File: config.mk
export PLATFORM = sky130hd
export DESIGN_NAME = round_robin_task_scheduler
export DESIGN_NICKNAME = d
export VERILOG_FILES = /design/src/hw/rtl/rrts_pkg.sv /design/src/hw/rtl/rrts_ram.sv /design/src/hw/rtl/round_robin_task_scheduler.sv
export SDC_FILE = /design/constraint.sdc
export NUM_CORES = 1
export LEC_CHECK = 0
export ABC_AREA = 0
export ABC_CLOCK_PERIOD_IN_PS = 11580
export BUFFER_PORTS_ARGS = -buffer_cell sky130_fd_sc_hd__buf_2
export CAP_MARGIN = 20
export CORE_UTILIZATION = 60
export CTS_BUF_LIST = sky130_fd_sc_hd__clkbuf_8
export DETAILED_ROUTE_END_ITERATION = 6
export GPL_TIMING_DRIVEN = 0
export PLACE_DENSITY = 0.88
export SYNTH_ARGS = -nofsm -noshare
export SYNTH_HDL_FRONTEND = slang
export SYNTH_SLANG_ARGS = --single-unit
File: constraint.sdc
create_clock -name i_clk -period 11.58 [get_ports i_clk]
set_input_delay 0.579 -clock i_clk [delete_from_list [all_inputs] [get_ports i_clk]]
set_output_delay 0.579 -clock i_clk [all_outputs]
set_load 0.01 [all_outputs]
File: src/hw/rtl/rrts_pkg.sv
// Shared types and constants for the round robin task scheduler.
package rrts_pkg;

    localparam int NUM_SLOTS_DEF = 8;

    localparam logic [1:0] CMD_SCHEDULE  = 2'd0;
    localparam logic [1:0] CMD_SLEEP     = 2'd1;
    localparam logic [1:0] CMD_SET_STATE = 2'd2;

    localparam logic [2:0] ST_UNUSED   = 3'd0;
    localparam logic [2:0] ST_READY    = 3'd1;
    localparam logic [2:0] ST_RUNNING  = 3'd2;
    localparam logic [2:0] ST_SLEEPING = 3'd3;
    localparam logic [2:0] ST_ZOMBIE   = 3'd4;

    localparam int STATE_W = 3;
    localparam int TIME_W  = 32;

    typedef struct packed {
        logic [1:0]  command;
        logic [31:0] now_seconds;
        logic [31:0] sleep_seconds;
        logic [2:0]  slot_index;
        logic [2:0]  new_state;
    } t_sched_in;

    typedef struct packed {
        logic [2:0] active_slot;
        logic [2:0] previous_slot;
        logic       switched;
    } t_sched_out;

    typedef enum logic [2:0] {
        FSM_IDLE,
        FSM_SET,
        FSM_SCAN,
        FSM_WAIT,
        FSM_DEMOTE,
        FSM_PROMOTE
    } t_fsm;

endpackage

File: src/hw/rtl/rrts_ram.sv
// Generic single write port, single read port RAM with registered read.
module rrts_ram #(
    parameter int WIDTH = 8,
    parameter int DEPTH = 8
) (
    input  logic                     i_clk,
    input  logic                     i_we,
    input  logic [$clog2(DEPTH)-1:0] i_waddr,
    input  logic [WIDTH-1:0]         i_wdata,
    input  logic [$clog2(DEPTH)-1:0] i_raddr,
    output logic [WIDTH-1:0]         o_rdata
);

    logic [WIDTH-1:0] r_mem [DEPTH];
    logic [WIDTH-1:0] r_rdata;

    always_ff @(posedge i_clk) begin
        if (i_we) begin
            r_mem[i_waddr] <= i_wdata;
        end
        r_rdata <= r_mem[i_raddr];
    end

    assign o_rdata = r_rdata;

endmodule

File: src/hw/rtl/round_robin_task_scheduler.sv
// Round robin task scheduler top level: slot table in RAM, pass sequencer.
//
//  channel  direction  handshake                payload
//  in       input      i_in_valid / o_in_stall  i_in_data  (t_sched_in)
//  out      output     o_out_valid / i_out_stall o_out_data (t_sched_out)
//
// Schedule and sleep: the accept state, one RAM read per slot in the combined wake-up and
// search pass, a read-return state, then the demote and promote write-back states.
// Set state and unused commands: the accept state, then the set state. One item in flight at a time.
// Reset needs no clearing pass: per-slot valid bits give the reset table.
// A stalled output holds the finishing item; the next item is still taken.
module round_robin_task_scheduler
    import rrts_pkg::*;
#(
    parameter int NUM_SLOTS = NUM_SLOTS_DEF
) (
    input  logic       i_clk,
    input  logic       i_rst_n,
    input  logic       i_in_valid,
    output logic       o_in_stall,
    input  t_sched_in  i_in_data,
    output logic       o_out_valid,
    input  logic       i_out_stall,
    output t_sched_out o_out_data
);

    localparam int SW = $clog2(NUM_SLOTS);

    t_fsm r_fsm, n_fsm;
    t_sched_in r_item, n_item;
    logic [SW-1:0] r_active, n_active;
    logic [SW-1:0] r_pos, n_pos;
    logic [SW-1:0] r_cnt, n_cnt;
    logic r_rd_vld, n_rd_vld;
    logic [SW-1:0] r_rd_pos, n_rd_pos;
    logic r_rd_first, n_rd_first;
    logic r_rd_sv, n_rd_sv;
    logic r_rd_wv, n_rd_wv;
    logic r_found, n_found;
    logic [SW-1:0] r_found_pos, n_found_pos;
    logic [STATE_W-1:0] r_act_state, n_act_state;
    logic [NUM_SLOTS-1:0] r_st_vld, n_st_vld;
    logic [NUM_SLOTS-1:0] r_wk_vld, n_wk_vld;
    logic r_out_vld, n_out_vld;
    t_sched_out r_out, n_out;

    logic st_we;
    logic [SW-1:0] st_waddr;
    logic [STATE_W-1:0] st_wdata;
    logic [STATE_W-1:0] st_q;
    logic wk_we;
    logic [TIME_W-1:0] wk_q;
    logic [SW-1:0] rd_addr;

    logic [TIME_W-1:0] deadline;
    logic [STATE_W-1:0] rd_state;
    logic [TIME_W-1:0] rd_wake;
    logic sleep_first;
    logic woke;
    logic [STATE_W-1:0] eff_state;
    logic in_acc;
    logic out_free;
    logic push;

    rrts_ram #(.WIDTH(STATE_W), .DEPTH(NUM_SLOTS)) u_state_ram (
        .i_clk   (i_clk),
        .i_we    (st_we),
        .i_waddr (st_waddr),
        .i_wdata (st_wdata),
        .i_raddr (rd_addr),
        .o_rdata (st_q)
    );

    rrts_ram #(.WIDTH(TIME_W), .DEPTH(NUM_SLOTS)) u_wake_ram (
        .i_clk   (i_clk),
        .i_we    (wk_we),
        .i_waddr (r_rd_pos),
        .i_wdata (deadline),
        .i_raddr (rd_addr),
        .o_rdata (wk_q)
    );

    assign deadline   = r_item.now_seconds + r_item.sleep_seconds;
    assign rd_addr    = r_pos;
    assign o_in_stall = (r_fsm != FSM_IDLE);
    assign in_acc     = i_in_valid && !o_in_stall;
    assign out_free   = !r_out_vld || !i_out_stall;

    // effective slot entry seen by the pass
    always_comb begin
        if (r_rd_sv) begin
            rd_state = st_q;
        end else begin
            rd_state = (r_rd_pos == '0) ? ST_RUNNING : ST_UNUSED;
        end
        rd_wake = r_rd_wv ? wk_q : '0;
        sleep_first = r_rd_first && (r_item.command == CMD_SLEEP);
        if (sleep_first) begin
            rd_state = ST_SLEEPING;
            rd_wake  = deadline;
        end
        woke = (r_rd_pos != '0) && (rd_state == ST_SLEEPING)
            && (rd_wake <= r_item.now_seconds);
        eff_state = woke ? ST_READY : rd_state;
    end

    always_comb begin
        n_fsm       = r_fsm;
        n_item      = r_item;
        n_active    = r_active;
        n_pos       = r_pos;
        n_cnt       = r_cnt;
        n_rd_vld    = 1'b0;
        n_rd_pos    = r_pos;
        n_rd_first  = (r_cnt == '0);
        n_rd_sv     = r_st_vld[r_pos];
        n_rd_wv     = r_wk_vld[r_pos];
        n_found     = r_found;
        n_found_pos = r_found_pos;
        n_act_state = r_act_state;
        n_st_vld    = r_st_vld;
        n_wk_vld    = r_wk_vld;
        n_out       = r_out;
        n_out_vld   = r_out_vld && i_out_stall;
        st_we       = 1'b0;
        st_waddr    = r_rd_pos;
        st_wdata    = eff_state;
        wk_we       = 1'b0;
        push        = 1'b0;

        // pass data returning from the RAMs
        if (r_rd_vld) begin
            if (sleep_first || woke) begin
                st_we = 1'b1;
            end
            if (sleep_first) begin
                wk_we = 1'b1;
                n_wk_vld[r_rd_pos] = 1'b1;
            end
            if (r_rd_first) begin
                n_act_state = eff_state;
            end
            if (!r_found && eff_state == ST_READY) begin
                n_found     = 1'b1;
                n_found_pos = r_rd_pos;
            end
        end

        case (r_fsm)
            FSM_IDLE: begin
                n_pos   = r_active;
                n_cnt   = '0;
                n_found = 1'b0;
                if (in_acc) begin
                    n_item = i_in_data;
                    if (i_in_data.command == CMD_SCHEDULE
                            || i_in_data.command == CMD_SLEEP) begin
                        n_fsm = FSM_SCAN;
                    end else begin
                        n_fsm = FSM_SET;
                    end
                end
            end
            FSM_SET: begin
                if (out_free) begin
                    if (r_item.command == CMD_SET_STATE
                            && 32'(r_item.slot_index) < NUM_SLOTS
                            && r_item.new_state <= ST_ZOMBIE) begin
                        st_we    = 1'b1;
                        st_waddr = SW'(r_item.slot_index);
                        st_wdata = r_item.new_state;
                    end
                    push  = 1'b1;
                    n_out = '{active_slot: 3'(r_active), previous_slot: 3'(r_active),
                              switched: 1'b0};
                    n_fsm = FSM_IDLE;
                end
            end
            FSM_SCAN: begin
                n_rd_vld = 1'b1;
                n_pos    = (r_pos == SW'(NUM_SLOTS - 1)) ? '0 : r_pos + 1'b1;
                n_cnt    = r_cnt + 1'b1;
                if (r_cnt == SW'(NUM_SLOTS - 1)) begin
                    n_fsm = FSM_WAIT;
                end
            end
            FSM_WAIT: begin
                n_fsm = FSM_DEMOTE;
            end
            FSM_DEMOTE: begin
                if (r_found && r_act_state == ST_RUNNING) begin
                    st_we    = 1'b1;
                    st_waddr = r_active;
                    st_wdata = ST_READY;
                end
                n_fsm = FSM_PROMOTE;
            end
            FSM_PROMOTE: begin
                if (out_free) begin
                    if (r_found) begin
                        st_we    = 1'b1;
                        st_waddr = r_found_pos;
                        st_wdata = ST_RUNNING;
                        n_active = r_found_pos;
                    end
                    push  = 1'b1;
                    n_out = '{active_slot: 3'(r_found ? r_found_pos : r_active),
                              previous_slot: 3'(r_active), switched: r_found};
                    n_fsm = FSM_IDLE;
                end
            end
            default: begin
                n_fsm = FSM_IDLE;
            end
        endcase

        if (st_we) begin
            n_st_vld[st_waddr] = 1'b1;
        end
        if (push) begin
            n_out_vld = 1'b1;
        end
    end

    always_ff @(posedge i_clk) begin
        if (!i_rst_n) begin
            r_fsm     <= FSM_IDLE;
            r_active  <= '0;
            r_rd_vld  <= 1'b0;
            r_found   <= 1'b0;
            r_st_vld  <= '0;
            r_wk_vld  <= '0;
            r_out_vld <= 1'b0;
        end else begin
            r_fsm     <= n_fsm;
            r_active  <= n_active;
            r_rd_vld  <= n_rd_vld;
            r_found   <= n_found;
            r_st_vld  <= n_st_vld;
            r_wk_vld  <= n_wk_vld;
            r_out_vld <= n_out_vld;
        end
    end

    always_ff @(posedge i_clk) begin
        r_item      <= n_item;
        r_pos       <= n_pos;
        r_cnt       <= n_cnt;
        r_rd_pos    <= n_rd_pos;
        r_rd_first  <= n_rd_first;
        r_rd_sv     <= n_rd_sv;
        r_rd_wv     <= n_rd_wv;
        r_found_pos <= n_found_pos;
        r_act_state <= n_act_state;
        r_out       <= n_out;
    end

    assign o_out_valid = r_out_vld;
    assign o_out_data  = r_out;

    a_no_write_idle: assert property (@(posedge i_clk) disable iff (!i_rst_n)
        r_fsm == FSM_IDLE |-> !st_we && !wk_we)
        else $error("slot table written while idle");

    a_busy_after_accept: assert property (@(posedge i_clk) disable iff (!i_rst_n)
        in_acc |=> r_fsm != FSM_IDLE)
        else $error("sequencer idle right after an accepted beat");

    a_no_overwrite: assert property (@(posedge i_clk) disable iff (!i_rst_n)
        push |-> !(r_out_vld && i_out_stall))
        else $error("result beat overwritten while stalled");

    a_pass_length: assert property (@(posedge i_clk) disable iff (!i_rst_n)
        r_fsm == FSM_SCAN |-> 32'(r_cnt) < NUM_SLOTS)
        else $error("pass counter beyond slot count");

    a_pass_read_done: assert property (@(posedge i_clk) disable iff (!i_rst_n)
        r_fsm == FSM_DEMOTE |-> !r_rd_vld)
        else $error("pass read still returning at write-back");

endmodule

; After elaboration in Yosys (flattened, before gate mapping)
; Memory sizes are Yosys's and may differ from the RTL's. A register that Yosys moved wholly into a read port is not among the register bits.
; Cells that the tools add are included.
[word_totals]
n_memories = 2
latch_bits = 0
romBits = 0
out_inout_bits = 9
elab_cells = 146
register_bits = 122
ramBits = 280
in_bits = 76
[op_classes]
shift = 0
eq_ne = 18
n_mul = 0
n_lt_le_gt_ge = 7
add_sub_neg = 3
muxes = 56
bitwise_logic = 3
n_reduce_logical = 34
div_mod_pow = 0
[mem_list]
columns = memory, words, word_bits, read_ports, rd_ports_with_merged_regs, write_ports, line_no
row1 = u_wake_ram.r_mem, 8, 32, 1, 1, 1, rrts_ram.sv:14  ; logic [WIDTH-1:0] r_mem [DEPTH];
row2 = u_state_ram.r_mem, 8, 3, 1, 1, 1, rrts_ram.sv:14
[ops]
columns = cell, n
row1 = 32-bit two-way mux, 2
row2 = 3-bit two-way mux, 18
row3 = 32-bit adder, 1
row4 = 32-bit <= comparator, 1
row5 = 1-bit two-way mux, 21
row6 = 3-bit one-hot mux with 3 select lines, 2
row7 = 8-bit OR, 2
row8 = 3-bit one-hot mux with 5 select lines, 1
row9 = 7-bit two-way mux, 2
row10 = 7-bit one-hot mux with 2 select lines, 1
row11 = 3-bit by 2-bit equality test with 1-bit output (second input constant), 4
row12 = 3-bit equality test (second input constant), 4
row13 = 3-bit by 4-bit less-than comparator with 1-bit output (second input constant), 3
row14 = 3-bit one-hot mux with 2 select lines, 2
row15 = 1-bit logical AND, 10
row16 = 2-bit AND reduction, 5
row17 = 3-bit zero test, 3
row18 = 2-bit != test (second input constant), 4
row19 = 3-bit by 1-bit adder with 3-bit output (second input constant), 2
row20 = 1-bit binary-select mux with 3-bit select, 2
row21 = 1-bit demux with 3-bit select, 2
row22 = 3-bit by 1-bit equality test with 1-bit output (second input constant), 2
row23 = 3-bit by 1-bit greater-or-equal comparator with 1-bit output (second input constant), 2
row24 = 3-bit AND reduction, 2
row25 = other kinds (13), 23

; Logic depth before layout (Yosys ltp)
[depth]
ltp_word = 15
mapped_depth = 20
mapped_depth_nobuf = 20

; Hierarchy
; A second synthesis with hierarchy kept.
[hier_totals]
cells_unflattened = 1238
hier_area_um2 = 19132.1
[modules_own_cells]
columns = module, cells_each, seq_area_each_um2, n_inst, area_per_inst_um2
row1 = rrts_ram at u_wake_ram, 415, 8328.0, 1, 10466.3
row2 = round_robin_task_scheduler, 773, 3353.2, 1, 7623.6
row3 = rrts_ram at u_state_ram, 50, 780.7, 1, 1042.2

; Least setup slack after synthesis
; Ideal clock, no wire load.
[synth_timing]
kind = register to register
startpoint = register r_item[48] (netlist name)
endpoint = memory u_state_ram.r_mem[0][0] (netlist name), enable pin
period_less_slack_ps = 4917
required_ps = 11322
stages_incl_launch_ff = 18
setup_ps = 258
n_path_buf = 0
t_arrival_ps = 4659
path_slack_ps = 6663
cell_sequence = edfxtp_1 ha_1 and3_1 a221o_1 and4_1 o31a_1 o31ai_4 o21ai_1 xor2_1 a21o_1 ha_1 nand4_1 or4_1 nor4_2 o311ai_0 and3_2 o211ai_4 nor2_1
[synth_via]
elab_chain_len = 12
elab_cells_between_ends = 15
classes_between = add/sub: 1 / order compare: 1 / mux: 11 / reduce/logical: 2
[synth_rtl]
columns = item, line_no
row1 = start: declaration, round_robin_task_scheduler.sv:30  ; t_sched_in r_item, n_item;
row2 = start signal: assignment, round_robin_task_scheduler.sv:246  ; r_item <= n_item;
row3 = 32-bit adder *, round_robin_task_scheduler.sv:83  ; assign deadline = r_item.now_seconds + r_item.sleep_seconds;
row4 = via deadline[28], round_robin_task_scheduler.sv:55  ; logic [TIME_W-1:0] deadline;
row5 = 32-bit two-way mux *, round_robin_task_scheduler.sv:98  ; if (sleep_first) begin
row6 = 32-bit <= comparator *, round_robin_task_scheduler.sv:103  ; && (rd_wake <= r_item.now_seconds);
row7 = 1-bit logical AND *, round_robin_task_scheduler.sv:103
row8 = 1-bit logical OR *, round_robin_task_scheduler.sv:133  ; if (sleep_first || woke) begin
row9 = 1-bit two-way mux *, round_robin_task_scheduler.sv:133
row10 = 1-bit two-way mux *, round_robin_task_scheduler.sv:132  ; if (r_rd_vld) begin
row11 = "1-bit two-way mux, on equally long branches", "round_robin_task_scheduler.sv:200, round_robin_task_scheduler.sv:166"
row12 = "1-bit two-way mux, on equally long branches", "round_robin_task_scheduler.sv:199, round_robin_task_scheduler.sv:165"
row13 = 1-bit one-hot mux with 3 select lines *, round_robin_task_scheduler.sv:149  ; case (r_fsm)
row14 = 1-bit two-way mux *, rrts_ram.sv:18  ; if (i_we) begin
row15 = 1-bit two-way mux (implied by the code) *, rrts_ram.sv:19  ; r_mem[i_waddr] <= i_wdata;
row16 = end: declaration, rrts_ram.sv:14
; The timed path passes the listed nets; every way through them passes the cells marked *.

; Worst setup path in the final report
[layout_timing]
startpoint = register r_item[7] (netlist name)
endpoint = memory u_state_ram.r_mem[1][2] (netlist name), enable pin
[layout_via]
elab_chain_len = 12
elab_cells_between_ends = 15
classes_between = add/sub: 1 / order compare: 1 / mux: 11 / reduce/logical: 2
[layout_rtl]
columns = item, line_no
row1 = 32-bit adder *, round_robin_task_scheduler.sv:83
row2 = 32-bit two-way mux *, round_robin_task_scheduler.sv:98
row3 = 32-bit <= comparator *, round_robin_task_scheduler.sv:103
row4 = 1-bit logical AND *, round_robin_task_scheduler.sv:103
row5 = 1-bit logical OR *, round_robin_task_scheduler.sv:133
row6 = 1-bit two-way mux *, round_robin_task_scheduler.sv:133
row7 = 1-bit two-way mux *, round_robin_task_scheduler.sv:132
row8 = "1-bit two-way mux, on equally long branches", "round_robin_task_scheduler.sv:200, round_robin_task_scheduler.sv:166"
row9 = "1-bit two-way mux, on equally long branches", "round_robin_task_scheduler.sv:199, round_robin_task_scheduler.sv:165"
row10 = 1-bit one-hot mux with 3 select lines *, round_robin_task_scheduler.sv:149
row11 = 1-bit two-way mux *, rrts_ram.sv:18
row12 = 1-bit two-way mux (implied by the code) *, rrts_ram.sv:19
; Every way passes the cells marked *; elsewhere a longest branch is shown, timed or not.

==> summary.txt <==
Detailed routing
  • Routed length per placed instance: around 24 um
  • Initial DRC Count: 1517
  • DRC Markers: 0
  • DR vias: 11430
  • First-pass iteration count of the detailed router: 7
  • Post-route ant nets: 0
  • Routed Wire Length: 42.96 mm
  • Via density: 6.384

Critical path
  • Crit-path max FO: 8
  • Crit path DAT: 7.03 ns
  • Crit path capture type: flop
  • WP data required: 11.92 ns
  • Crit path kind: reg2reg
  • R2r setup slk: 4.89 ns
  • Critical Path Source Type: flop

Cells and area
  • Fraction of layout cells with a size suffix above 1: 0.2413
  • FF/Latch Area: 0.01246 mm2
  • Final Instance Count excl. Fillers: about 1800
  • Design Area, Final: 0.02117 mm2
  • Area Overhead vs Synth: 14.48%
  • Antenna Cells: 0
  • Multi-input gate area: between 0.005 and 0.006 mm2
  • Fill cells: 1805
  • Final nets: 1489

Logic synthesis
  • Ys flop type: edfxtp_1
  • Post-synthesis cell count: ~1200
  • Asr flop ratio synth: 0
  • Synth top area share: 0.6024
  • Post-synth cell types: 63
  • Top cells by area, synth: edfxtp_1, mux4_2, dfxtp_1, ha_1, mux2_2
  • Syn Nets: 1310
  • Yosys top cell by area: edfxtp_1
  • Most instantiated cells after synthesis: edfxtp_1, nand2_1, mux4_2
  • YS warnings: 0
  • Seq/Total Area, Yosys: 0.6738
  • Mapped Area: 0.01850 mm2
  • Top-count cell post-synth: edfxtp_1
  • Synth Register Bits: 437
  • Mapped Avg Cell Area: 15.88 um2
  • Number of flops mapped to enable cells by yosys: 371

STA
  • Worst-Margin Slew: 1.047 ns
  • Final Hold Vio Count: 0
  • Clock Skews: 0.03158 ns
  • Final setup fails: 0
  • Fmax: 149.5 MHz
  • Final min period: 6.688 ns
  • RSZ-0062 raised after global routing: false
  • Worst Slack Setup Final: a little under 5 ns
  • Total negative slack: 0 ns
  • Slew headroom: 0.3022
  • Fin. max-slew vios: 0
  • Final Cycle Share: 0.5776

Clock tree
  • Clock sink count: 437
  • Cts repair resizes: 0
  • CTS Hold Buffers Added: 0
  • Maximum buffer depth of the clock tree: 3
  • TritonCTS buffer count: 70
  • CTS tree: done
  • # H-tree levels: 3
  • Root buf cell: clkbuf_8
  • Post-CTS setup buffers: 0
  • Worst-skew pair later-pin latency: around 0.61 ns
  • Worst-path clk slew: 0.06 ns

Run
  • Max-Cap Viols: 0

Placement
  • Inst Count DP: 1660
  • DP Area: around 0.020 mm2
  • Setup WS pre-CTS: about 5.3 ns
  • Port bufs: 83
  • Routability cong.: 0.8853
  • DP Wirelength: ~28 mm

Min path
  • Hold Path Class: in2reg

Floorplan
  • Die Ht: 177.6 um
  • Num rows: 63
  • Die area: 0.03153 mm2
  • Initial Util: 0.6175
  • Ports: 85
  • Horiz. Die Dim: 177.6 um
  • CORE AREA: 0.02995 mm2

Pwr
  • VDD IR max: 0.1051 mV
  • Leak: 7.812 nW
  • Pwr dens: 179.4 mW/mm2
  • Pwr Total: approximately 3.8 mW

Global routing
  • Vias in the first global route: 11550
  • Congestion Overflow GR: 0
  • First-pass GRT wire length: 64.31 mm
  • Total GRT Usage: 0.2792
  • Initial antenna violation count: 0
  • Largest net degree at the start of global routing: 34

Status
  • Status: completed
## cells in the final DEF (no fill, tap or decap), drive strengths merged, types with 4 or more instances in the layout
master    n
dfxtp    66
nor3     15
xnor2    21
a31oi     7
nand4    12
nand3    32
clkinv   10
a211oi    7
o31ai     4
buf     116
a21o     27
a22o      4
nand2    83
edfxtp  371
clkbuf  112
or3       4
mux2     42
o21a     15
nor2     46
mux2i     4
o211ai    4
o21ai    31
a21oi    42
and3     19
nand2b    6
and2      4
ha       68
mux4     74
nor2b    10
o21bai    8
inv      87
xor2      7
## logic make-up (layout without fill, tap and decap cells)
| family | after synthesis | count (layout) | share of synthesized area |
|---|---|---|---|
| DFF | 437 | 437 | 0.6738 |
| xor gates and xnor gates | 28 | 28 | 0.01326 |
| and+or+nand+nor | 247 | 247 | 0.06481 |
| muxes | 120 | 120 | 0.1178 |
| AOI/OAI and AO/OA | 173 | 173 | 0.06467 |
| buffers and inverters | 91 | 327 | 0.01854 |
| adders and majority gates | 69 | 69 | 0.04708 |
## worst max-delay path, stage by stage (launching register included)
cell and delay [ns]:
edfxtp_1 0.40, ha_1 0.33, a211oi_1 0.30, o211ai_1 0.23
a31oi_1 0.47, o21a_1 0.38, o21ai_0 0.25, a311oi_1 0.68
o31a_1 0.26, o21ai_0 0.11, ha_1 0.34, nand4_1 0.19
or4_1 0.61, nor4_2 0.61, o311ai_0 0.37, and3_2 0.39
o211ai_4 0.30, nor2_1 0.16
## report_power, final
group          internal (mW)  leakage (nW)  switching (mW)
Sequential              1.87          3.94          0.0423
Combinational          0.236          3.06           0.375
Clock                  0.664         0.814           0.610
Total                   2.77          7.81            1.03
## metrics by stage
step / hold WS, ns / util
after global placement: 0.3856 / 0.6476
after CTS: 0.1066 / 0.7058
final: 0.1355 / 0.7069
after global routing: 0.1070 / 0.7069
after floorplan: 0.3746 / -
after detailed placement: 0.3893 / 0.6602
## flip-flops by register name, indices dropped and copies added, names as in the netlist, 3 cells and up
name	count
o_out_data	7
r_active	3
r_cnt	3
r_rd_pos	3
r_item	72
r_st_vld	8
r_wk_vld	8
r_act_state	3
n_rd_pos	3
r_fsm	3
u_wake_ram.r_mem	256
u_wake_ram.o_rdata	32
r_found_pos	3
u_state_ram.r_mem	24
u_state_ram.o_rdata	3
## layer usage
layer / track usage / share of wire / vias to the layer above / wire length, um
li1: - / - / 4921 / -
met1: 0.3540 / 0.37 / 5605 / 15760
met2: 0.4639 / 0.49 / 737 / 21240
met3: 0.05527 / 0.097 / 171 / 4175
met4: 0.1328 / 0.042 / 0 / 1785
met5: 0 / 0 / - / 0
## final timing paths
path	start	endpoint	cells past startpoint
worst max register to register	r_item[7]$_DFFE_PP_	u_state_ram.r_mem[1][2]$_DFFE_PP_	17
worst max-delay path	r_item[7]$_DFFE_PP_	u_state_ram.r_mem[1][2]$_DFFE_PP_	17
worst min-delay path	i_in_data[68]	r_item[68]$_DFFE_PP_	1
worst min register to register	n_rd_pos[2]$_DFFE_PN_	r_rd_pos[2]$_DFF_P_	0
## area by class of cell
class                           instances  share of cell area
Sequential cell                       437              0.5886
Multi-Input combinational cell        637              0.2715
Clock buffer                           80             0.05200
Timing Repair Buffer                  107             0.03611
Tap cell                              390             0.02305
Clock inverter                         49             0.01259
Inverter                               50            0.008864
Buffer                                 41            0.007328
No activity file was read; power rests on OpenSTA's default activity.
